[src/design/lcdw_pkg.sv]
// shared types and constants of the character lcd write sequencer
package lcdw_pkg;

   // host commands
   typedef enum logic [2:0] {
      CMD_INIT     = 3'd0,
      CMD_CLEAR    = 3'd1,
      CMD_CHAR_AT  = 3'd2,
      CMD_STR_CHAR = 3'd3,
      CMD_STR_END  = 3'd4
   } cmd_type;

   // configuration register indexes
   localparam logic REG_SETUP_TICKS  = 1'b0;
   localparam logic REG_ENABLE_TICKS = 1'b1;

   localparam logic [15:0] SETUP_TICKS_RESET  = 16'd550;
   localparam logic [15:0] ENABLE_TICKS_RESET = 16'd550;

   // lcd command bytes
   localparam logic [7:0] LCD_FUNCTION_SET = 8'h38;
   localparam logic [7:0] LCD_DISPLAY_ON   = 8'h0C;
   localparam logic [7:0] LCD_ENTRY_MODE   = 8'h06;
   localparam logic [7:0] LCD_CLEAR        = 8'h01;
   localparam logic [7:0] LCD_LINE1_BASE   = 8'h80;
   localparam logic [7:0] LCD_LINE2_BASE   = 8'hC0;
   localparam logic [1:0] ROW_BOTTOM       = 2'd2;

   localparam int MAX_WRITES = 4;

   typedef struct packed {
      logic [2:0] cmd;
      logic [1:0] row;
      logic [4:0] column;
      logic [7:0] char_code;
      logic       string_start;
   } req_item_type;

   typedef struct packed {
      logic       is_data;
      logic [7:0] bus_byte;
      logic       last;
   } rsp_item_type;

   // bus writes caused by one host item
   typedef struct packed {
      logic [2:0]                        count;
      rsp_item_type [MAX_WRITES-1:0]     writes;
   } write_list_type;

   function automatic rsp_item_type bus_write(input logic is_data, input logic [7:0] value);
      rsp_item_type w;
      w.is_data  = is_data;
      w.bus_byte = value;
      w.last     = 1'b0;
      return w;
   endfunction

   function automatic logic [7:0] line_address(input logic [1:0] row,
                                               input logic [4:0] column);
      logic [7:0] base;
      base = (row == ROW_BOTTOM) ? LCD_LINE2_BASE : LCD_LINE1_BASE;
      return base + {3'b000, column} + 8'hFF;
   endfunction

endpackage

[src/design/lcdw_csr.sv]
// apb register file holding the lcd bus timing
module lcdw_csr
   import lcdw_pkg::*;
(
   input  logic        clock,
   input  logic        reset,
   input  logic        csr_psel,
   input  logic        csr_penable,
   input  logic        csr_pwrite,
   input  logic [2:0]  csr_paddr,
   input  logic [31:0] csr_pwdata,
   output logic [31:0] csr_prdata,
   output logic        csr_pready
);

   logic [15:0] setup_ticks_ff, setup_ticks_in;
   logic [15:0] enable_ticks_ff, enable_ticks_in;
   logic        wr_en;
   logic        reg_sel;

   assign csr_pready = 1'b1;
   assign wr_en      = csr_psel && csr_penable && csr_pwrite && csr_pready;
   assign reg_sel    = csr_paddr[2];

   always_comb begin
      setup_ticks_in  = setup_ticks_ff;
      enable_ticks_in = enable_ticks_ff;
      if (wr_en) begin
         unique case (reg_sel)
            REG_SETUP_TICKS:  setup_ticks_in  = csr_pwdata[15:0];
            REG_ENABLE_TICKS: enable_ticks_in = csr_pwdata[15:0];
            default:          setup_ticks_in  = setup_ticks_ff;
         endcase
      end
   end

   always_ff @(posedge clock) begin
      if (reset) begin
         setup_ticks_ff  <= SETUP_TICKS_RESET;
         enable_ticks_ff <= ENABLE_TICKS_RESET;
      end else begin
         setup_ticks_ff  <= setup_ticks_in;
         enable_ticks_ff <= enable_ticks_in;
      end
   end

   always_comb begin
      unique case (reg_sel)
         REG_SETUP_TICKS:  csr_prdata = {16'd0, setup_ticks_ff};
         REG_ENABLE_TICKS: csr_prdata = {16'd0, enable_ticks_ff};
         default:          csr_prdata = 32'd0;
      endcase
   end

endmodule

[src/design/lcdw_expand.sv]
// expands one host item into its bus writes and keeps the string state
module lcdw_expand
   import lcdw_pkg::*;
#(
   parameter int LINE_CHARS = 16
)
(
   input  logic           clock,
   input  logic           reset,
   input  req_item_type   item,
   input  logic           commit,
   output write_list_type list
);

   localparam int CW = $clog2(LINE_CHARS + 1);
   localparam logic [CW-1:0] LINE_LAST = CW'(LINE_CHARS);

   logic [7:0]    address_ff, address_in;
   logic [CW-1:0] count_ff, count_in;
   logic          done_ff, done_in;

   logic [7:0]    pos_address;
   logic          load_start;
   logic [7:0]    cur_address;
   logic [CW-1:0] cur_count;
   logic [CW-1:0] count_inc;
   logic          cur_done;
   logic [2:0]    n;
   rsp_item_type [MAX_WRITES-1:0] w;

   assign pos_address = line_address(item.row, item.column);
   assign load_start  = (item.cmd == CMD_STR_CHAR || item.cmd == CMD_STR_END)
                        && item.string_start;
   assign cur_address = load_start ? pos_address : address_ff;
   assign cur_count   = load_start ? '0 : count_ff;
   assign cur_done    = load_start ? 1'b0 : done_ff;
   assign count_inc   = cur_count + CW'(1);

   always_comb begin
      n          = 3'd0;
      w          = '0;
      address_in = cur_address;
      count_in   = cur_count;
      done_in    = cur_done;
      unique case (item.cmd)
         CMD_INIT: begin
            w[0] = bus_write(1'b0, LCD_FUNCTION_SET);
            w[1] = bus_write(1'b0, LCD_DISPLAY_ON);
            w[2] = bus_write(1'b0, LCD_ENTRY_MODE);
            w[3] = bus_write(1'b0, LCD_CLEAR);
            n    = 3'd4;
         end
         CMD_CLEAR: begin
            w[0] = bus_write(1'b0, LCD_CLEAR);
            n    = 3'd1;
         end
         CMD_CHAR_AT: begin
            w[0] = bus_write(1'b0, pos_address);
            w[1] = bus_write(1'b1, item.char_code);
            n    = 3'd2;
         end
         CMD_STR_CHAR: begin
            if (!cur_done) begin
               w[0] = bus_write(1'b0, cur_address);
               if (cur_count >= LINE_LAST) begin
                  // line already full: only the closing address goes out
                  n          = 3'd1;
                  address_in = cur_address + 8'd1;
                  done_in    = 1'b1;
               end else begin
                  w[1]     = bus_write(1'b1, item.char_code);
                  count_in = count_inc;
                  if (count_inc >= LINE_LAST) begin
                     w[2]       = bus_write(1'b0, cur_address + 8'd1);
                     n          = 3'd3;
                     address_in = cur_address + 8'd2;
                     done_in    = 1'b1;
                  end else begin
                     n          = 3'd2;
                     address_in = cur_address + 8'd1;
                  end
               end
            end
         end
         CMD_STR_END: begin
            if (!cur_done) begin
               w[0]       = bus_write(1'b0, cur_address);
               n          = 3'd1;
               address_in = cur_address + 8'd1;
               done_in    = 1'b1;
            end
         end
         default: begin
            // unknown command: no writes, string state untouched
            address_in = address_ff;
            count_in   = count_ff;
            done_in    = done_ff;
         end
      endcase
      for (int i = 0; i < MAX_WRITES; i++) begin
         w[i].last = (3'(i) + 3'd1 == n);
      end
   end

   assign list.count  = n;
   assign list.writes = w;

   always_ff @(posedge clock) begin
      if (reset) begin
         address_ff <= 8'd0;
         count_ff   <= '0;
         done_ff    <= 1'b0;
      end else if (commit) begin
         address_ff <= address_in;
         count_ff   <= count_in;
         done_ff    <= done_in;
      end
   end

   string_count_bound: assert property (@(posedge clock) disable iff (reset)
      count_ff <= LINE_LAST)
      else $error("string character count beyond line length");

   full_line_closed: assert property (@(posedge clock) disable iff (reset)
      count_ff == LINE_LAST |-> done_ff)
      else $error("full line without closing address");

endmodule

[src/design/char_lcd_write_sequencer.sv]
// top level of the character lcd write sequencer
//
//  port group  | direction | handshake              | carries
//  req_*       | in        | req_valid / req_ready  | one host command item
//  rsp_*       | out       | rsp_valid / rsp_ready  | one lcd bus write item
//  csr_*       | in/out    | apb setup + access     | setup_ticks, enable_ticks
//
// an item waits in the input register until the write buffer is free, then its
// writes are expanded into the buffer in a single pass and leave one per cycle
// while rsp_ready is high; an item gives 1 to 4 writes, none for ignored items.
// the next item is taken while the current writes drain; the buffer reloads in
// the cycle its last write is taken. reset clears the valid flags and the string
// state; a stall on rsp_ready backs up into req_ready.
module char_lcd_write_sequencer
   import lcdw_pkg::*;
#(
   parameter int LINE_CHARS = 16
)
(
   input  logic         clock,
   input  logic         reset,
   input  logic         req_valid,
   output logic         req_ready,
   input  req_item_type req_item,
   output logic         rsp_valid,
   input  logic         rsp_ready,
   output rsp_item_type rsp_item,
   input  logic         csr_psel,
   input  logic         csr_penable,
   input  logic         csr_pwrite,
   input  logic [2:0]   csr_paddr,
   input  logic [31:0]  csr_pwdata,
   output logic [31:0]  csr_prdata,
   output logic         csr_pready
);

   logic           s1_valid_ff, s1_valid_in;
   req_item_type   s1_item_ff;
   rsp_item_type [MAX_WRITES-1:0] buf_ff;
   logic [2:0]     buf_cnt_ff, buf_cnt_in;
   logic [1:0]     buf_idx_ff, buf_idx_in;
   write_list_type list;
   logic           last_take;
   logic           buf_free;
   logic           s1_move;
   logic           req_take;

   lcdw_csr u_csr (
      .clock       (clock),
      .reset       (reset),
      .csr_psel    (csr_psel),
      .csr_penable (csr_penable),
      .csr_pwrite  (csr_pwrite),
      .csr_paddr   (csr_paddr),
      .csr_pwdata  (csr_pwdata),
      .csr_prdata  (csr_prdata),
      .csr_pready  (csr_pready)
   );

   lcdw_expand #(
      .LINE_CHARS (LINE_CHARS)
   ) u_expand (
      .clock  (clock),
      .reset  (reset),
      .item   (s1_item_ff),
      .commit (s1_move),
      .list   (list)
   );

   assign rsp_valid = (buf_cnt_ff != 3'd0);
   assign rsp_item  = buf_ff[buf_idx_ff];
   assign last_take = rsp_valid && rsp_ready && rsp_item.last;
   assign buf_free  = !rsp_valid || last_take;
   assign s1_move   = s1_valid_ff && buf_free;
   assign req_ready = !s1_valid_ff || s1_move;
   assign req_take  = req_valid && req_ready;

   always_comb begin
      s1_valid_in = s1_valid_ff;
      if (req_take) begin
         s1_valid_in = 1'b1;
      end else if (s1_move) begin
         s1_valid_in = 1'b0;
      end
   end

   always_comb begin
      buf_cnt_in = buf_cnt_ff;
      buf_idx_in = buf_idx_ff;
      priority if (s1_move) begin
         buf_cnt_in = list.count;
         buf_idx_in = 2'd0;
      end else if (last_take) begin
         buf_cnt_in = 3'd0;
      end else if (rsp_valid && rsp_ready) begin
         buf_idx_in = buf_idx_ff + 2'd1;
      end
   end

   always_ff @(posedge clock) begin
      if (reset) begin
         s1_valid_ff <= 1'b0;
         buf_cnt_ff  <= 3'd0;
         buf_idx_ff  <= 2'd0;
      end else begin
         s1_valid_ff <= s1_valid_in;
         buf_cnt_ff  <= buf_cnt_in;
         buf_idx_ff  <= buf_idx_in;
      end
   end

   always_ff @(posedge clock) begin
      if (req_take) begin
         s1_item_ff <= req_item;
      end
      if (s1_move) begin
         buf_ff <= list.writes;
      end
   end

   index_in_range: assert property (@(posedge clock) disable iff (reset)
      rsp_valid |-> ({1'b0, buf_idx_ff} < buf_cnt_ff))
      else $error("write buffer index past its count");

   last_marks_final: assert property (@(posedge clock) disable iff (reset)
      rsp_valid |-> (rsp_item.last == ({1'b0, buf_idx_ff} + 3'd1 == buf_cnt_ff)))
      else $error("last flag does not match final buffered write");

   more_after_non_last: assert property (@(posedge clock) disable iff (reset)
      rsp_valid && rsp_ready && !rsp_item.last |=> rsp_valid)
      else $error("writes of an item lost before its last");

   held_item_stays: assert property (@(posedge clock) disable iff (reset)
      s1_valid_ff && !buf_free |=> s1_valid_ff)
      else $error("held item dropped while write buffer busy");

endmodule
[config.mk]
export PLATFORM = sky130hd
export DESIGN_NAME = char_lcd_write_sequencer
export DESIGN_NICKNAME = d
export VERILOG_FILES = /design/src/design/lcdw_pkg.sv /design/src/design/lcdw_csr.sv /design/src/design/lcdw_expand.sv /design/src/design/char_lcd_write_sequencer.sv
export SDC_FILE = /design/constraint.sdc
export NUM_CORES = 1
export LEC_CHECK = 0
export BUFFER_PORTS_ARGS = -buffer_cell sky130_fd_sc_hd__buf_2
export CAP_MARGIN = 20
export CORE_MARGIN = 5
export CORE_UTILIZATION = 55
export DETAILED_ROUTE_END_ITERATION = 12
export GPL_ROUTABILITY_DRIVEN = 0
export MAX_ROUTING_LAYER = met4
export PLACE_DENSITY = 0.87
export SLEW_MARGIN = 30
export SYNTH_ARGS = -nofsm -noshare
export SYNTH_HDL_FRONTEND = slang
export SYNTH_HIERARCHICAL = 1
export SYNTH_SLANG_ARGS = --single-unit
[constraint.sdc]
create_clock -name clock -period 4.15 [get_ports clock]
set_clock_uncertainty 0.15 [all_clocks]
set_input_delay 0.83 -clock clock [delete_from_list [all_inputs] [get_ports clock]]
set_output_delay 0.83 -clock clock [all_outputs]
set_load 0.005 [all_outputs]
### Yosys cells after proc, flatten, opt, wreduce, memory -nomap -nowiden

Index checks and enable logic that the tools add are counted.

* bits in registers: 111
* output and inout port bits: 45
* word-level logic and storage cells: 107

* $add $sub $neg: 6
* $lt $le $gt $ge: 3
* equal/unequal tests: 9
* mux-type cells: 36
* bitwise gates (word level): 2
* reduce and logical (&&, ||, !) cells: 26

Operators by type and width (number)
* $pmux W32 S2: 1
* $pmux W10 S5: 1
* $mux W8: 5
* $mux W30: 1
* $pmux W10 S3: 1
* $pmux W8 S3: 1
* $bmux W10 S2: 1
* $mux W20: 1
* $pmux W10 S2: 1
* $mux W9: 2
* $mux W5: 3
* $pmux W3 S5: 1
* $ge A5 B5 Y1 const B: 2
* $mux W10: 1
* $pmux W5 S2: 1
* $reduce_and A2 Y1: 5
* $mux W3: 3
* $add A8 B1 Y8 const B: 1
* $add A8 B2 Y8 const B: 1
* $add A8 B5 Y8: 1
* $add A8 B8 Y8 const B: 1
* $mux W1: 8
* $logic_and A1 B1 Y1: 7
* $mux W7: 1
* other kinds (21): 31

### Logic depth before layout (Yosys ltp)

Gate-level depths: netlist (run 1).

* depth after elaboration: 11
* gate-level depth with buffers: 15

### Hierarchy

Netlist (run 1), hierarchy kept.

Modules (own cells, without submodules)
* char_lcd_write_sequencer: times used 1, cells each 105, area each 2309.7 µm²
* lcdw_expand: times used 1, cells each 305, area each 2095.8 µm²
* lcdw_csr: times used 1, cells each 161, area each 1672.9 µm²

### Least setup slack after synthesis (run 1)

OpenSTA, ideal clock, no wires.

* kind: input to register
* start point: input rsp_ready
* end point: register u_expand.count_ff[2]
* setup time: 129 ps
* arrival: 3228 ps
* required time: 3871 ps
* path slack: 643 ps
* stages on the path: 7
* path buffers: 0
* cells stage by stage: a21o_1 > and2_1 > nand2_1 > nor3b_1 > nand2_1 > xnor2_1 > nor2_1

* longest elaborated chain between the ends: 5

Ends and longest elaborated chain
* start, declared: line char_lcd_write_sequencer.sv:26 `input logic rsp_ready,`
* $logic_and A1 B1 Y1 (2 in a row): line char_lcd_write_sequencer.sv:72 `assign last_take = rsp_valid && rsp_ready && rsp_item.last;`
* $logic_or A1 B1 Y1: line char_lcd_write_sequencer.sv:73 `assign buf_free = !rsp_valid || last_take;`
* $logic_and A1 B1 Y1: line char_lcd_write_sequencer.sv:74 `assign s1_move = s1_valid_ff && buf_free;`
* via s1_move: line char_lcd_write_sequencer.sv:45 `logic s1_move;`
* $reduce_and A2 Y1 (no source line)
* end signal, assigned: line lcdw_expand.sv:115 `count_ff <= count_in;`
* end, declared: line lcdw_expand.sv:19 `logic [CW-1:0] count_ff, count_in;`

The timed path passes the listed nets, and every way through them passes these cells.
A chain may end at the register's enable or synchronous reset.

### Final worst setup path (run 1)

* start point: register s1_item_ff[17] in the netlist's numbering
* end point: register u_expand.address_ff[4]

* longest elaborated chain between the ends: 10
* elaborated cells between the ends (all ways): 23
* classes of those cells: 3 x add/sub; 2 x order compare; 4 x eq/ne; 8 x mux; 6 x reduce/logical

Ends and longest elaborated chain
* start, declared: line char_lcd_write_sequencer.sv:38 `req_item_type s1_item_ff;`
* start signal, assigned: line char_lcd_write_sequencer.sv:114 `s1_item_ff <= req_item;`
* $eq A3 B2 Y1 or $eq A3 B3 Y1 (tied branches): line lcdw_expand.sv:32, lcdw_expand.sv:45
* $logic_or A1 B1 Y1: line lcdw_expand.sv:32 `assign load_start = (item.cmd == CMD_STR_CHAR || item.cmd == CMD_STR_END)`
* $logic_and A1 B1 Y1: line lcdw_expand.sv:33 `&& item.string_start;`
* $mux W5: line lcdw_expand.sv:35 `assign cur_count = load_start ? '0 : count_ff;`
* $add A5 B1 Y5: line lcdw_expand.sv:37 `assign count_inc = cur_count + CW'(1);`
* $ge A5 B5 Y1: line lcdw_expand.sv:73 `if (count_inc >= LINE_LAST) begin`
* $mux W8: line lcdw_expand.sv:73
* $mux W8: line lcdw_expand.sv:65 `if (cur_count >= LINE_LAST) begin`
* $mux W8: line lcdw_expand.sv:63 `if (!cur_done) begin`
* $pmux W8 S3: line lcdw_expand.sv:45 `unique case (item.cmd)`
* end signal, assigned: line lcdw_expand.sv:114 `address_ff <= address_in;`
* end, declared: line lcdw_expand.sv:18 `logic [7:0] address_ff, address_in;`

Parallel ways exist; a longest one is shown, timed or not.

==> metrics.yaml, run 1 <==
hp-class: "reg2reg"
path_class: "reg2reg"
yosys.area.top_type: "edfxtp_1"
r2r_cells: 11
synthTopCellsByArea: "edfxtp_1 29%, dfxtp_1 17%, mux2i_1 6.6%"
grtUsageTotal_pct: 21.12
io_pins: 106
synth_top_area_share_pct: 29.15
die_w_um: 115.1
fin_nets: 697
hold_end: "u_csr/enable_ticks_ff[14]$_SDFFE_PP0P_"
synth_top_family_by_area: "simple AND/OR/NAND/NOR gates"
cts_tree: "done"
drive_above_1_share_pct: 21.01
syn_area_per_cell_um2: 10.65
timing.fmax_mhz: 285.1
synth-edff-count: 59
path_max_fanout: 17
synth.distinct_cells: 73
ys_seq_elements: 111
crit_slowest_cell: "edfxtp_1"
timing.rr.start: "s1_item_ff[17]$_DFFE_PP_"
p_leak_nw: 2.643
synth_compound_area_share_pct: 11.38
antenna_found_initial: 0
peakVddDrop_v: 0.0001602
yosys.area_share.xor_xnor_pct: 2.161
cp.required_ns: 4.31
area_growth_pct: 8.151
grt_first_pass_wirelength_um: 21510
use_met2_pct: 34.22
dieHeight_um: 115.1
final_hold_viol_count: 0
tns_ns: 0
globalRoute.busiestLayer: "met2"
cp.arrival_ns: 3.67
wl_per_cell_um: 17.51
crit_path_end_kind: "flip-flop"
min_period_over_period_pct: 84.51
hold_buffers: 0
first_iter_violations: 689
cts_resized: 0
start_util_pct: 56.07
status: "completed"
finalWirelength_um: 13530
drv_cap: 0
reg2reg_to: "u_expand/address_ff[4]$_SDFFE_PP0P_"
tightest_slew_ns: 0.7982
clk-insertion-delay-late_ns: 0.38
slew_headroom_pct: 46.63
ys_warn_count: 6
setup_viol: 0
min_period_ns: 3.507
synth_cells: 571
synth_adder_area_share_pct: 1.811
synth-simple-area-share_pct: 17.62
grt_setup_unrepaired: "no"
cts_buffers: 9
synthMuxAreaShare_pct: 13.26
slew_viol_final: 0
drtPass1Iterations: 7
synth_common_cells: "59 x edfxtp_1, 52 x dfxtp_1, 40 x mux2i_1, 40 x nand2b_1, 40 x nor2_1"
fin_util_pct: 60.64
path_cells: "and4bb_1 -> nor2_1 -> and2_1 -> ha_1 -> nand4_1 -> ha_1 -> nand3_1 -> a2111oi_0 -> nor3_1 -> xnor2_1 -> a211oi_2"
grt_start_max_net_pins: 53
clockBufferDepth: 2
met3_usage_pct: 4.895
grt.overflow.total: 0
port_buffers: 70
netlist_area_mm2: 0.006078
htree_levels: 3
remaining_drc_errors: 0
n_antenna_cell: 0
die_area_mm2: 0.01325
clk_pin_slew_worst_paths_ns: 0.11
vias: 4556
ys_seq_area_share_pct: 46.27
async_flop_share_pct: 0
synth-main-ff-cell: "edfxtp_1"
antenna_left: 0
grt_use_met1_pct: 25.88
core_area_mm2: 0.01084
placementRows: 38
hold_path_startpoint: "u_csr/enable_ticks_ff[14]$_SDFFE_PP0P_"
cts_root_buf: "clkbuf_8"
grt_pass1_vias: 4553
power_density_mw_per_mm2: 324.9
post-cts-setup-buffer-count: 0
holdPathStages: 2
synth_most_common_cell: "edfxtp_1"
place_hpwl_um: 9601
slowest_delay_ns: 0.72
crit_top_cell: "ha_1"
p_total_mw: 2.136
cp-start-kind: "flip-flop"
r2r_slack_ns: 0.64
clock-sinks: 111
vias_per_cell: 5.894
==> metrics by stage <==
step | setup WS, ns | area (µm²) | instances | hold WS, ns
floorplan | 0.6430 | 6168 | 595 | 0.2952
global placement | 0.9078 | 6389 | 757 | 0.3047
detailed placement | 0.7859 | 6389 | 757 | 0.3114
CTS | 0.7115 | 6568 | 773 | 0.3312
global route | 0.4715 | 6574 | 773 | 0.3662
finish | 0.6428 | 6574 | 773 | 0.3332
==> placed cells by master, fill, tap and decap left out, types with 5 or more instances in the layout <==
master	n
a21oi_1	24
a221oi_1	5
a31oi_1	8
and2_1	13
buf_2	70
buf_4	7
clkbuf_8	9
conb_1	27
dfxtp_1	52
edfxtp_1	59
ha_1	8
inv_1	21
mux2_2	16
mux2i_1	40
mux4_2	10
nand2_1	31
nand2b_1	40
nand3_1	9
nor2_1	40
nor2b_1	11
nor3_1	12
o21a_1	5
o21ai_0	13
o31ai_1	5
xnor2_1	11
==> worst max path at each step <==
stage                                   from                                   to  cells past startpoint
CTS                 s1_item_ff[17]$_DFFE_PP_  u_expand/address_ff[4]$_SDFFE_PP0P_                     11
detailed placement  s1_item_ff[17]$_DFFE_PP_  u_expand/address_ff[4]$_SDFFE_PP0P_                     11
finish              s1_item_ff[17]$_DFFE_PP_  u_expand/address_ff[4]$_SDFFE_PP0P_                     11
global placement    s1_item_ff[17]$_DFFE_PP_  u_expand/address_ff[4]$_SDFFE_PP0P_                     11
global route        s1_item_ff[17]$_DFFE_PP_  u_expand/address_ff[4]$_SDFFE_PP0P_                     11
floorplan                          rsp_ready    u_expand/count_ff[2]$_SDFFE_PP0P_                      7
==> power breakdown <==
| group | total [mW] | switching (mW) | leakage, nW | internal (mW) |
|---|---|---|---|---|
| clock network | 0.610 | 0.382 | 0.0992 | 0.228 |
| registers | 1.24 | 0.0341 | 0.997 | 1.21 |
| logic | 0.284 | 0.168 | 1.55 | 0.116 |
| total | 2.14 | 0.584 | 2.64 | 1.55 |
==> area by class of cell <==
type,count,area (µm²)
clock buffers,9,123.9
multi-input cells,408,2925
flip-flops and latches,111,2813
clock inverters,7,55.05
repair buffers,77,402.9
fillers,842,4267
well taps,140,175.2
inverters,21,78.83
==> sequential cells by signal (all words and copies together), names as in the netlist <==
signal,cells
buf_cnt_ff,3
buf_ff,40
buf_idx_ff,2
s1_item_ff,19
s1_valid_ff,1
u_csr/enable_ticks_ff,16
u_csr/setup_ticks_ff,16
u_expand/address_ff,8
u_expand/count_ff,5
u_expand/done_ff,1
==> critical path, delay by kind of cell (launching register included) <==
kind / cells / cell delay (ns)
AND/OR/NAND/NOR: 6 / 1.11
flip-flops: 1 / 0.72
AO/OA/AOI/OAI: 2 / 0.66
adder cells (fa/ha/maj): 2 / 0.63
XOR/XNOR: 1 / 0.15
==> metal layers <==
| layer | up-vias | routed length [µm] |
|---|---|---|
| met5 | - | 0 |
| met4 | 0 | 346 |
| met3 | 44 | 1200 |
| met2 | 236 | 6606 |
| met1 | 2148 | 5380 |
| li1 | 2128 | - |
==> cells by family (layout without fill, tap and decap cells) <==
| kind of cell | Yosys count | in the layout |
|---|---|---|
| and+or+nand+nor | 191 | 191 |
| AOI/OAI and AO/OA | 100 | 100 |
| muxes | 66 | 66 |
| buffers and inverters | 76 | 114 |
| DFF | 111 | 111 |
| xor gates and xnor gates | 15 | 15 |
| adders and majority gates | 9 | 9 |
| other | 3 | 27 |
Power figures use the tool's default switching activity.
==> run 2: changes to the inputs <==
==> constraint.sdc (replaced) <==
create_clock -name clock -period 3.26 [get_ports clock]
set_clock_uncertainty 0.15 [all_clocks]
set_input_delay 0.652 -clock clock [delete_from_list [all_inputs] [get_ports clock]]
set_output_delay 0.652 -clock clock [all_outputs]
set_load 0.005 [all_outputs]
==> metrics.yaml, run 2 (synthesis gave the netlist of run 1 again) <==
status: "completed"
cp.required_ns: 3.42  # -0.89 ns
cts_root_buf: "clkbuf_8"
slowest_delay_ns: 0.46  # -0.26 ns
cts_buffers: 9  # unchanged
drtPass1Iterations: 7  # unchanged
grtUsageTotal_pct: 21.74  # +0.62 points
setup_viol: 0  # unchanged
start_util_pct: 56.07  # unchanged
pre_cts_slack_ns: 0.1805  # -0.6054 ns
crit_path_end_kind: "flip-flop"
holdPathStages: 1  # -1
grt.overflow.total: 0  # unchanged
p_total_mw: 2.893  # +35%
layout_commonest_cell: "buf_2"
p_leak_nw: 2.699  # +2.1%
crit_family: "simple AND/OR/NAND/NOR gates"
finalWirelength_um: 13990  # +3.4%
path_max_fanout: 7  # -10
fillers: 820  # -2.6%
peakVddDrop_v: 0.0002461  # +54%
cp.buffers_inverters: 0  # unchanged
drive_above_1_share_pct: 22.59  # +1.6 points
largest-register: "buf_ff"
port_buffers: 70  # unchanged
clockBufferDepth: 2  # unchanged
final_cell_mix: "70 x buf_2, 59 x edfxtp_1, 52 x dfxtp_1"
vias_per_cell: 5.939  # +0.76%
place_hpwl_um: 9828  # +2.4%
path_depth: 11  # unchanged
fin_nets: 706  # +1.3%
cts_tree: "done"
n_antenna_cell: 0  # unchanged
io_pins: 106  # unchanged
final_hold_viol_count: 0  # unchanged
drv_cap: 0  # unchanged
hold_buffers: 0  # unchanged
vias: 4644  # +1.9%
slew_viol_final: 0  # unchanged
min_period_ns: 3.088  # -0.4190 ns
largest_register_ffs: 40  # unchanged
htree_levels: 3  # unchanged
placementRows: 38  # unchanged
holdWs_ns: 0.2874  # -0.04580 ns
clk_pin_slew_worst_paths_ns: 0.10  # about the same
tns_ns: 0  # unchanged
die_area_mm2: 0.01325  # unchanged
wl_per_cell_um: 17.90  # +2.2%
cp-start-kind: "flip-flop"
min_period_over_period_pct: 94.73  # +10 points
path_cells: "and4b_1 -> nor2_1 -> and2_1 -> ha_1 -> nand4_1 -> ha_4 -> nand3_1 -> a2111oi_2 -> nor3_1 -> xnor2_1 -> a211oi_2"
fin_ws_ns: 0.1718  # -0.4710 ns
grt_start_max_net_pins: 43  # -19%
r2r_cells: 11  # unchanged
tightest_slew_ns: 0.8258  # +0.02766 ns
antenna_found_initial: 0  # unchanged
cp.arrival_ns: 3.25  # -0.42 ns
timing.fmax_mhz: 323.8  # +14%
die_w_um: 115.1  # unchanged
slew_headroom_pct: 44.94  # -1.7 points
power_density_mw_per_mm2: 431.2  # +33%
clock-sinks: 111  # unchanged
grt_first_pass_wirelength_um: 22140  # +3.0%
area_growth_pct: 10.37
first_iter_violations: 921  # +34%
largestRegisters: "buf_ff x40, s1_item_ff x19"
clk-insertion-delay-late_ns: 0.38  # about the same
crit_slowest_cell: "edfxtp_1"
path_class: "reg2reg"
hp-class: "in2reg"
dieHeight_um: 115.1  # unchanged
grt_pass1_vias: 4433  # -2.6%
core_area_mm2: 0.01084  # unchanged
antenna_left: 0  # unchanged
remaining_drc_errors: 0  # unchanged
run 2: repair_timing:
item	CTS	global route
resized for setup	0	4
endpoints found under the setup margin	0	3
setup buffers	0	2
run 2: through the flow:
stage | cell area (µm²) | instances | util, %
floorplan | 6170 | 595 | -
global placement | 6441 | 764 | 59.42
detailed placement | 6441 | 764 | 59.42
CTS | 6669 | 780 | 61.52
global route | 6709 | 782 | 61.89
finish | 6709 | 782 | 61.89
run 2: path summary, 6_finish.rpt:
path	start	end	slack (ns)
setup / recovery	s1_item_ff[0]$_DFFE_PP_	u_expand/address_ff[4]$_SDFFE_PP0P_	0.17
hold / removal	req_item[14]	s1_item_ff[14]$_DFFE_PP_	0.29
setup reg to reg	s1_item_ff[0]$_DFFE_PP_	u_expand/address_ff[4]$_SDFFE_PP0P_	0.17
hold reg to reg	u_csr/enable_ticks_ff[14]$_SDFFE_PP0P_	u_csr/enable_ticks_ff[14]$_SDFFE_PP0P_	0.33
run 2: where the power goes:
group,switching [mW],internal (mW)
Sequential,0.0340,1.54
Combinational,0.232,0.157
Clock,0.489,0.443
run 2: per-layer routing:
| metal | GRT usage (%) | vias to the layer above | part of all wire (%) |
|---|---|---|---|
| met5 | - | - | 0 |
| met4 | 7.277 | 0 | 3.5 |
| met3 | 4.684 | 69 | 9.1 |
| met2 | 34.61 | 269 | 48 |
| met1 | 27.68 | 2149 | 39 |
| li1 | - | 2157 | - |
run 2: cell type report:
type,instances,area (µm²),area share (%)
well taps,140,175.2,2.611
inverters,21,78.83,1.175
multi-input cells,408,2944,43.88
clock buffers,9,123.9,1.846
flip-flops and latches,111,2813,41.92
repair buffers,86,470.5,7.012
clock inverters,7,103.9,1.548
